--- config.mk ---
export PLATFORM = sky130hd
export DESIGN_NAME = distinct_window_marker_detector_unit_flat
export DESIGN_NICKNAME = d
export VERILOG_FILES = /design/src/hw/rtl/dwm_pkg.sv /design/src/hw/rtl/dwm_ifs.sv /design/src/hw/rtl/distinct_window_marker_detector_unit.sv /design/src/hw/rtl/dwm_cell.sv /design/src/flat_wrapper.sv
export SDC_FILE = /design/constraint.sdc
export NUM_CORES = 1
export LEC_CHECK = 0
export BUFFER_PORTS_ARGS = -buffer_cell sky130_fd_sc_hd__buf_2
export CAP_MARGIN = 0
export CORE_UTILIZATION = 30
export CTS_BUF_LIST = sky130_fd_sc_hd__clkbuf_8
export CTS_CLUSTER_DIAMETER = 100
export DETAILED_ROUTE_END_ITERATION = 6
export GPL_TIMING_DRIVEN = 0
export PLACE_DENSITY = 0.49
export SLEW_MARGIN = 20
export SYNTH_ARGS = -nofsm -noshare
export SYNTH_HDL_FRONTEND = slang
export SYNTH_SLANG_ARGS = --single-unit
export TNS_END_PERCENT = 5
--- constraint.sdc ---
create_clock -name clk_i -period 5.1 [get_ports clk_i]
set_clock_uncertainty 0.05 [all_clocks]
set_input_delay 0.765 -clock clk_i [delete_from_list [all_inputs] [get_ports clk_i]]
set_output_delay 0.765 -clock clk_i [all_outputs]
set_load 0.01 [all_outputs]
--- src/hw/rtl/dwm_pkg.sv ---
// Shared types and constants for the distinct window marker detector.
package dwm_pkg;

  localparam int unsigned MaxWindowDef = 16;
  localparam int unsigned LenW         = 5;
  localparam int unsigned PosW         = 16;
  localparam int unsigned CfgIdxW      = 1;

  localparam logic [LenW-1:0] ShortLenRst = LenW'(4);
  localparam logic [LenW-1:0] LongLenRst  = LenW'(14);
  localparam logic [PosW-1:0] PosMax      = '1;

  // register indexes of the configuration port
  localparam logic [CfgIdxW-1:0] CfgShortLen = 1'b0;
  localparam logic [CfgIdxW-1:0] CfgLongLen  = 1'b1;

  // link handed from one history cell to the next
  typedef struct packed {
    logic [7:0] data;  // byte moving down the history
    logic       run;   // the receiving cell lies inside the new run
    logic       kill;  // a match was seen in an earlier cell
  } dwm_link_t;

endpackage

--- src/hw/rtl/dwm_ifs.sv ---
// Request channel interfaces: byte input and marker result output.
interface dwm_in_if;
  logic       valid;
  logic       ready;
  logic [7:0] data_byte;
  logic       restart;

  modport source (output valid, output data_byte, output restart, input ready);
  modport sink   (input valid, input data_byte, input restart, output ready);
endinterface

interface dwm_out_if;
  logic        valid;
  logic        ready;
  logic [15:0] position;
  logic        short_distinct;
  logic        long_distinct;
  logic        short_first;
  logic        long_first;

  modport source (output valid, output position, output short_distinct,
                  output long_distinct, output short_first, output long_first,
                  input ready);
  modport sink   (input valid, input position, input short_distinct,
                  input long_distinct, input short_first, input long_first,
                  output ready);
endinterface

--- src/hw/rtl/distinct_window_marker_detector_unit.sv ---
// Results are registered: a result appears in the cycle after its request is accepted.
// Throughput: one byte per cycle while no waiting result is held back by out_ch.ready; the new run is found
// in a single pass along the cell chain, so the chain length MAX_WINDOW sets the critical path.
// Reset: run, position, found flags and output valid clear; lengths return to
// 4 and 14. Stored bytes are not cleared; they are masked by the run bits.
module distinct_window_marker_detector_unit
  import dwm_pkg::*;
#(
  parameter int unsigned MAX_WINDOW = MaxWindowDef
) (
  input  logic               clk_i,
  input  logic               rst_ni,
  input  logic               cfg_we_i,
  input  logic [CfgIdxW-1:0] cfg_idx_i,
  input  logic [LenW-1:0]    cfg_wdata_i,
  dwm_in_if.sink             in_ch,
  dwm_out_if.source          out_ch
);

  localparam int unsigned IdxW = (MAX_WINDOW > 1) ? $clog2(MAX_WINDOW) : 1;
  localparam int unsigned MaxW = $clog2(MAX_WINDOW + 1);
  localparam int unsigned CmpW = (MaxW > LenW) ? MaxW : LenW;

  logic [LenW-1:0] short_len_q, long_len_q;
  logic [PosW-1:0] count_q, count_d;
  logic            found_s_q, found_l_q;
  logic            base_s, base_l;
  logic            out_valid_q;
  logic [PosW-1:0] pos_q;
  logic            sd_q, ld_q, sf_q, lf_q;

  logic            accept;
  logic            sd, ld;
  logic [IdxW-1:0] short_idx, long_idx;
  logic [MAX_WINDOW-1:0] new_run;

  dwm_link_t links [MAX_WINDOW+1];

  assign in_ch.ready = ~out_valid_q | out_ch.ready;
  assign accept      = in_ch.valid & in_ch.ready;

  // clamp a length to 2..MAX_WINDOW and turn it into a thermometer index
  function automatic logic [IdxW-1:0] len_idx(input logic [LenW-1:0] len);
    logic [CmpW-1:0] ext;
    logic [CmpW-1:0] eff;
    ext = CmpW'(len);
    if (ext < CmpW'(2)) begin
      eff = CmpW'(2);
    end else if (ext > CmpW'(MAX_WINDOW)) begin
      eff = CmpW'(MAX_WINDOW);
    end else begin
      eff = ext;
    end
    len_idx = IdxW'(eff - CmpW'(1));
  endfunction

  assign links[0].data = in_ch.data_byte;
  assign links[0].run  = 1'b1;
  assign links[0].kill = 1'b0;

  for (genvar k = 0; k < MAX_WINDOW; k++) begin : g_cell
    dwm_cell u_cell (
      .clk_i     (clk_i),
      .rst_ni    (rst_ni),
      .en_i      (accept),
      .restart_i (in_ch.restart),
      .byte_i    (in_ch.data_byte),
      .link_i    (links[k]),
      .link_o    (links[k+1])
    );
    // new run as a thermometer: bit k set when the run covers k+1 bytes
    assign new_run[k] = links[k].run;
  end

  assign short_idx = len_idx(short_len_q);
  assign long_idx  = len_idx(long_len_q);
  assign sd        = new_run[short_idx];
  assign ld        = new_run[long_idx];

  assign base_s = found_s_q & ~in_ch.restart;
  assign base_l = found_l_q & ~in_ch.restart;

  always_comb begin
    if (in_ch.restart) begin
      count_d = PosW'(1);
    end else if (count_q == PosMax) begin
      count_d = PosMax;
    end else begin
      count_d = count_q + PosW'(1);
    end
  end

  always_ff @(posedge clk_i or negedge rst_ni) begin
    if (!rst_ni) begin
      short_len_q <= ShortLenRst;
      long_len_q  <= LongLenRst;
    end else if (cfg_we_i) begin
      case (cfg_idx_i)
        CfgShortLen: short_len_q <= cfg_wdata_i;
        CfgLongLen:  long_len_q  <= cfg_wdata_i;
        default: ;
      endcase
    end
  end

  always_ff @(posedge clk_i or negedge rst_ni) begin
    if (!rst_ni) begin
      count_q     <= '0;
      found_s_q   <= 1'b0;
      found_l_q   <= 1'b0;
      out_valid_q <= 1'b0;
    end else begin
      if (accept) begin
        count_q   <= count_d;
        found_s_q <= base_s | sd;
        found_l_q <= base_l | ld;
      end
      if (in_ch.ready) begin
        out_valid_q <= in_ch.valid;
      end
    end
  end

  always_ff @(posedge clk_i) begin
    if (accept) begin
      pos_q <= count_d;
      sd_q  <= sd;
      ld_q  <= ld;
      sf_q  <= sd & ~base_s;
      lf_q  <= ld & ~base_l;
    end
  end

  assign out_ch.valid          = out_valid_q;
  assign out_ch.position       = pos_q;
  assign out_ch.short_distinct = sd_q;
  assign out_ch.long_distinct  = ld_q;
  assign out_ch.short_first    = sf_q;
  assign out_ch.long_first     = lf_q;

endmodule

--- src/hw/rtl/dwm_cell.sv ---
// One history cell: stores a byte and its run membership, compares against the new byte.
module dwm_cell
  import dwm_pkg::*;
(
  input  logic      clk_i,
  input  logic      rst_ni,
  input  logic      en_i,
  input  logic      restart_i,
  input  logic [7:0] byte_i,
  input  dwm_link_t link_i,
  output dwm_link_t link_o
);

  logic [7:0] data_q;
  logic       run_q;
  logic       run_eff;
  logic       match;

  // restart empties the run, so no stored byte takes part
  assign run_eff     = run_q & ~restart_i;
  assign match       = run_eff && (data_q == byte_i);
  assign link_o.kill = link_i.kill | match;
  assign link_o.run  = run_eff & ~link_o.kill;
  assign link_o.data = data_q;

  always_ff @(posedge clk_i or negedge rst_ni) begin
    if (!rst_ni) begin
      run_q <= 1'b0;
    end else if (en_i) begin
      run_q <= link_i.run;
    end
  end

  always_ff @(posedge clk_i) begin
    if (en_i) begin
      data_q <= link_i.data;
    end
  end

endmodule

--- src/flat_wrapper.sv ---
// flat-port wrapper written by rule: the top's interface ports become plain ports
module distinct_window_marker_detector_unit_flat import dwm_pkg::*;
#(
  parameter int unsigned MAX_WINDOW = MaxWindowDef
)
  (clk_i, rst_ni, cfg_we_i, cfg_idx_i, cfg_wdata_i, in_ch_valid, in_ch_data_byte, in_ch_restart, in_ch_ready, out_ch_valid, out_ch_position, out_ch_short_distinct, out_ch_long_distinct, out_ch_short_first, out_ch_long_first, out_ch_ready);
  dwm_in_if in_ch_i ();
  dwm_out_if out_ch_i ();
  input  logic clk_i;
  input  logic rst_ni;
  input  logic cfg_we_i;
  input  logic [CfgIdxW-1:0] cfg_idx_i;
  input  logic [LenW-1:0] cfg_wdata_i;
  input wire logic [$bits(in_ch_i.valid)-1:0] in_ch_valid;
  input wire logic [$bits(in_ch_i.data_byte)-1:0] in_ch_data_byte;
  input wire logic [$bits(in_ch_i.restart)-1:0] in_ch_restart;
  output wire logic [$bits(in_ch_i.ready)-1:0] in_ch_ready;
  output wire logic [$bits(out_ch_i.valid)-1:0] out_ch_valid;
  output wire logic [$bits(out_ch_i.position)-1:0] out_ch_position;
  output wire logic [$bits(out_ch_i.short_distinct)-1:0] out_ch_short_distinct;
  output wire logic [$bits(out_ch_i.long_distinct)-1:0] out_ch_long_distinct;
  output wire logic [$bits(out_ch_i.short_first)-1:0] out_ch_short_first;
  output wire logic [$bits(out_ch_i.long_first)-1:0] out_ch_long_first;
  input wire logic [$bits(out_ch_i.ready)-1:0] out_ch_ready;
  assign in_ch_i.valid = in_ch_valid;
  assign in_ch_i.data_byte = in_ch_data_byte;
  assign in_ch_i.restart = in_ch_restart;
  assign in_ch_ready = in_ch_i.ready;
  assign out_ch_valid = out_ch_i.valid;
  assign out_ch_position = out_ch_i.position;
  assign out_ch_short_distinct = out_ch_i.short_distinct;
  assign out_ch_long_distinct = out_ch_i.long_distinct;
  assign out_ch_short_first = out_ch_i.short_first;
  assign out_ch_long_first = out_ch_i.long_first;
  assign out_ch_i.ready = out_ch_ready;
  distinct_window_marker_detector_unit #(.MAX_WINDOW(MAX_WINDOW)) u_core (.clk_i(clk_i), .rst_ni(rst_ni), .cfg_we_i(cfg_we_i), .cfg_idx_i(cfg_idx_i), .cfg_wdata_i(cfg_wdata_i), .in_ch(in_ch_i), .out_ch(out_ch_i));
endmodule
* After elaboration in Yosys (flattened, before gate mapping) *
Index checks and enable logic that the tools add are counted.

word-level totals
  register bits after elaboration = 184
  input bits = 20
  output and inout bits = 22
  logic and storage cells = 165

cells by class
  add/sub/neg operators = 3
  magnitude comparators = 6
  equality and inequality tests = 16
  mux-type cells = 10
  bitwise logic cells = 72
  reduce and logical (&&, ||, !) cells = 17

operators by type and width
  kind                                                                          number
  8-bit == test                                                                 15
  1-bit AND                                                                     35
  16-bit 2-to-1 mux                                                             2
  1-bit NOT                                                                     20
  1-bit OR                                                                      17
  16-bit by 1-bit adder with 16-bit output, second input constant               1
  16-bit == test, second input constant                                         1
  4-bit 2-to-1 mux                                                              4
  1-bit logical AND                                                             15
  5-bit > comparator, second input constant                                     2
  4-bit by 5-bit less-than comparator with 1-bit output, second input constant  2
  5-bit by 2-bit less-than comparator with 1-bit output, second input constant  2
  1-bit binary-select mux with 4-bit select                                     2
  4-bit by 1-bit subtractor with 4-bit output, second input constant            2
  2-bit AND reduction                                                           2
  1-bit 2-to-1 mux                                                              2

* Depth between registers and ports, before layout *
  depth after elaboration = 22
  depth in mapped cells = 12

* Modules after synthesis *
From an unflattened synthesis, not the netlist that was laid out.

unflattened totals
  cell total of the unflattened synthesis = 615
  area total of the unflattened synthesis = 8,669.6 um^2

by module, submodules not included
  module                                instances  cells each  area each (um^2)
  dwm_cell                              15         24          395.4
  distinct_window_marker_detector_unit  1          255         2,738.9

* Least setup slack after synthesis *
Ideal clock, no wire load.

  path type = in2reg
  start = input port out_ch_ready
  end = register u_core.g_cell[0].u_cell.data_q[0], enable pin
  arrival = 5,239 ps
  path slack = -748 ps
  cell stages on the path = 4
  buffers on the path = 1
  cells stage by stage = nand2b_1 > nand2_1 > clkinv_1 > clkbuf_1

between the ends
  cells in the longest elaborated chain, start to end = 2

ends and longest elaborated chain
  element                 RTL line                                    source
  start: declaration      flat_wrapper.sv:24                          input wire logic [$bits(out_ch_i.ready)-1:0] out_ch_ready;
  1-bit OR                distinct_window_marker_detector_unit.sv:39  assign in_ch.ready = ~out_valid_q | out_ch.ready;
  1-bit AND               distinct_window_marker_detector_unit.sv:40  assign accept = in_ch.valid & in_ch.ready;
  via u_core.accept       distinct_window_marker_detector_unit.sv:32  logic accept;
  end signal: assignment  dwm_cell.sv:36                              data_q <= link_i.data;
  end: declaration        dwm_cell.sv:14                              logic [7:0] data_q;

The timed path passes the listed nets, and every way through them passes these cells.
A chain may end at the register's enable or synchronous reset.

* Worst setup path after layout *
  start = register u_core.short_len_q[2]
  end = register u_core.sf_q (netlist: u_core.out_ch.short_first), data pin

between the ends
  cells in the longest elaborated chain, start to end = 7
  elaborated cells on any way between the ends = 8

ends and longest elaborated chain
  element                                        RTL line                                     source
  start: declaration                             distinct_window_marker_detector_unit.sv:24   logic [LenW-1:0] short_len_q, long_len_q;
  start signal: assignment                       distinct_window_marker_detector_unit.sv:95   short_len_q <= ShortLenRst;
  start signal: assignment                       distinct_window_marker_detector_unit.sv:99   CfgShortLen: short_len_q <= cfg_wdata_i;
  5-bit > comparator                             distinct_window_marker_detector_unit.sv:49   end else if (ext > CmpW'(MAX_WINDOW)) begin
  4-bit 2-to-1 mux                               distinct_window_marker_detector_unit.sv:49
  4-bit 2-to-1 mux *                             distinct_window_marker_detector_unit.sv:47   if (ext < CmpW'(2)) begin
  4-bit by 1-bit subtractor with 4-bit output *  distinct_window_marker_detector_unit.sv:54   len_idx = IdxW'(eff - CmpW'(1));
  1-bit binary-select mux with 4-bit select *    distinct_window_marker_detector_unit.sv:77   assign sd = new_run[short_idx];
  1-bit 2-to-1 mux (implied by the code) *       distinct_window_marker_detector_unit.sv:77
  via u_core.sd                                  distinct_window_marker_detector_unit.sv:33   logic sd, ld;
  1-bit AND *                                    distinct_window_marker_detector_unit.sv:129  sf_q <= sd & ~base_s;
  end signal: assignment                         distinct_window_marker_detector_unit.sv:129
  end: declaration                               distinct_window_marker_detector_unit.sv:30   logic sd_q, ld_q, sf_q, lf_q;

Mark *: on every way through the listed nets, which the timed path passes. The rest lies on a longest branch. The select of a mux whose other input is x is not followed.

==> impl_metrics.tcl <==
set metrics [dict create \
    status "finished clean" \
    place.gp.congestion 0.816 \
    vdd.ir_drop.worst_v 0.000150 \
    cts_setup_buffers 0 \
    clock_tree.htree_level_count 4 \
    numCtsBuffers 17 \
    worstHoldPathType "in -> async" \
    critical_path_required_ns 5.36 \
    period_share 0.755 \
    via_count 5156 \
    cts_buffer_depth 2 \
    port-buffer-count 41 \
    p_total_w 0.00325 \
    post_synthesis_average_cell_area_um2 13.1 \
    max_cap_viol_count 0 \
    timing.critical_path.cells "nor3_1 -> nor3b_1 -> inv_2 -> ha_1 -> clkbuf_1 -> nand2_1 -> mux2i_1 -> a31oi_1 -> o31ai_1 -> a31oi_1 -> o32ai_2 -> a21boi_1" \
    number_of_design_rule_violations_left_after_detail_routing 0 \
    cts-hold-fix-buffers 0 \
    fillerInstances 2769 \
    routed_via_density 4.70 \
    critical-path-top-cell-by-count "sky130_fd_sc_hd__a31oi_1" \
    yosys_most_used_dff "sky130_fd_sc_hd__edfxtp_1" \
    post_synthesis_register_bit_count 184 \
    wire_length_of_the_first_global_routing_pass_um 28300 \
    ff2ff_setup_slack_ns 1.25 \
    tightest_slew_ns 0.979 \
    rows 61 \
    syn2layout_area_growth_pct 13.2 \
    grt_overflow_total 0 \
    crit_slowest_cell "sky130_fd_sc_hd__nor3b_1" \
    drtPass1Iterations 4 \
    pwr_dens_nw_per_um2 340 \
    timing_hold_violations_final 0 \
    die_extent_in_x_um 170 \
    cts_repair_resize_count 0 \
    critical_path_sink_type "register" \
    whs_ns 0.223 \
    timing.setup.critical_path_class "reg -> reg" \
    utilization 0.344 \
    globalRouteTotalUtil 0.128 \
    max_freq_mhz 260 \
    routed_wl_um 17500 \
    number_of_global_route_vias_before_repair 5234 \
    worstRegToRegCells 12 \
    io_pins 42 \
    cell_variety_after_synth 54 \
    setup.worst_path.start_class "register" \
    synth_enable_flop_cells 140 \
    synth_fp_nets 667 \
    worst_relative_slew_slack 0.346 \
    cp.arrival_ns 4.12 \
    drt-initial-drc-count 435 \
    avgRoutedWirePerCell_um 16.0 \
    dp_hpwl_um 12500 \
    worst_path_bufs_invs 2 \
    die_area_um2 28900 \
    postSynth.asyncResetShare 0.239 \
    core_area_um2 27800 \
    dieHeight_um 170 \
    floorplan.initialDensity 0.304 \
    setup_viol 0 \
    critical_path.reg2reg.startpoint "u_core.short_len_q[2]" \
    timing.critical_path.max_delay_family "compound AO/OA/AOI/OAI gates" \
    n_antenna_cell 0 \
    antenna_found_initial 0 \
    leakage_power_figure_nw 3.56 \
    critical_path.max_stage_delay_ns 0.78 \
    netlist_area_um2 8450 \
    clk_pin_slew_worst_paths_ns 0.12 \
    cts_sinks 184 \
    clk-insertion-delay-late_ns 0.47 \
    synth-seq-area-share 0.628 \
    layout-drive-gt1-share 0.162 \
    fin_crit_ns 3.85 \
    grt_start_max_net_pins 87 \
    timing.rr.end "u_core.out_ch.short_first" \
    num-nets-final 728 \
    syn-instance-count 644 \
    final_max_slew_viol_count 0 \
    setup-tns-final_ns 0 \
    critical_path.max_fanout 10 \
    rsz0062_at_grt "no" \
    timing.critical_path.depth 12 \
    cts_tree "done" \
    ys_warn_count 0 \
    ant_nets 0 \
    cts-root-buf "sky130_fd_sc_hd__clkbuf_8" \
]
## cells in the mapped netlist (4+ instances only)
master                     instances  share of area
sky130_fd_sc_hd__nor4_1           13         0.0096
sky130_fd_sc_hd__a21oi_1          17          0.010
sky130_fd_sc_hd__nand3_1          21          0.012
sky130_fd_sc_hd__o31ai_1           7         0.0062
sky130_fd_sc_hd__a31oi_1           7         0.0052
sky130_fd_sc_hd__buf_6             8          0.011
sky130_fd_sc_hd__clkbuf_1         11         0.0049
sky130_fd_sc_hd__xor2_1           98           0.10
sky130_fd_sc_hd__xnor2_1          29          0.030
sky130_fd_sc_hd__and3_1           12         0.0089
sky130_fd_sc_hd__nand4_1          15          0.011
sky130_fd_sc_hd__nor2_1           13         0.0058
sky130_fd_sc_hd__nand2_1          69          0.031
sky130_fd_sc_hd__inv_1            11         0.0049
sky130_fd_sc_hd__nand2b_1         10         0.0074
sky130_fd_sc_hd__and2_1            8         0.0059
sky130_fd_sc_hd__mux2_2           14          0.019
sky130_fd_sc_hd__buf_4             8         0.0071
sky130_fd_sc_hd__mux2i_1           5         0.0059
sky130_fd_sc_hd__nor3_1           18          0.011
sky130_fd_sc_hd__edfxtp_1        140           0.50
sky130_fd_sc_hd__dfrtp_1          40           0.12
sky130_fd_sc_hd__a22o_1            4         0.0041
sky130_fd_sc_hd__dfstp_2           4          0.012
sky130_fd_sc_hd__nor2b_1           5         0.0037
sky130_fd_sc_hd__o21ai_0           8         0.0047
## metrics by stage
stage,cells,instance area [um^2],worst slack (ns)
2_1_floorplan,644,8450,1.44
3_3_place_gp,1063,9130,0.354
3_5_place_dp,1064,9170,1.35
4_1_cts,1096,9570,1.30
5_1_grt,1096,9570,1.08
6_report,1096,9570,1.25
## routing by layer
metal | part of all wire | wire length, um | GRT usage | up-vias
li1 | - | - | - | 2460
met1 | 0.47 | 8170 | 0.172 | 2595
met2 | 0.49 | 8550 | 0.206 | 85
met3 | 0.034 | 592 | 0.0263 | 16
met4 | 0.013 | 235 | 0.0431 | 0
met5 | 0 | 0 | 0 | -
## cell type report
class	count	area (um^2)	share of cell area
Sequential cell	184	5310	0.555
Tap cell	378	473	0.0494
Multi-Input combinational cell	419	2900	0.303
Clock inverter	15	165	0.0173
Clock buffer	17	234	0.0244
Buffer	27	201	0.0210
Timing Repair Buffer	42	235	0.0246
Inverter	14	52.6	0.00549
## power breakdown
group	total, W	internal, W	switching, W
Clock	0.000993	0.000408	0.000585
Combinational	0.000456	0.000186	0.000270
Sequential	0.00181	0.00174	0.0000664
## layout by cell type, fill, tap and decap left out, drive strengths merged, types with 3 or more instances in the layout
master / instances
a22o: 4
xor2: 98
a41oi: 3
nor2: 13
nor4: 13
xnor2: 29
nor2b: 5
a31oi: 7
nand2: 69
o21a: 3
a21oi: 17
nand4: 15
nor3: 18
o31a: 3
o21ai: 8
nor3b: 3
buf: 58
and4: 3
dfstp: 4
mux2: 14
and2: 8
o31ai: 7
nand2b: 10
clkbuf: 28
dfrtp: 40
and3: 12
mux2i: 5
inv: 20
edfxtp: 140
clkinv: 7
ha: 3
or3: 4
nand3: 21
## worst max path at each step
stage | from | to | slack, ns
after floorplan | out_ch_ready | u_core.g_cell[0].u_cell.data_q[0] | 1.44
after global placement | out_ch_ready | u_core.g_cell[0].u_cell.data_q[6] | 0.35
after detailed placement | u_core.short_len_q[2] | u_core.out_ch.short_first | 1.35
after CTS | u_core.short_len_q[2] | u_core.out_ch.short_first | 1.30
after global routing | u_core.short_len_q[2] | u_core.out_ch.short_first | 1.08
final | u_core.short_len_q[2] | u_core.out_ch.short_first | 1.25
## flip-flops by register name, indices dropped and copies added, names as in the netlist, 5 cells and up
signal                       cells
u_core.g_cell.u_cell.run_q      15
u_core.short_len_q               5
u_core.g_cell.u_cell.data_q    120
u_core.long_len_q                5
u_core.count_q                  16
u_core.out_ch.position          16
## logic make-up after synthesis
family / share of synthesized area
XOR/XNOR: 0.132
AND/OR/NAND/NOR: 0.117
buffers and inverters: 0.0289
adder cells (fa/ha/maj): 0.00444
multiplexers: 0.0246
flip-flops: 0.628
AO/OA/AOI/OAI: 0.0656
Note: power is estimated with default switching activity, not from simulation.
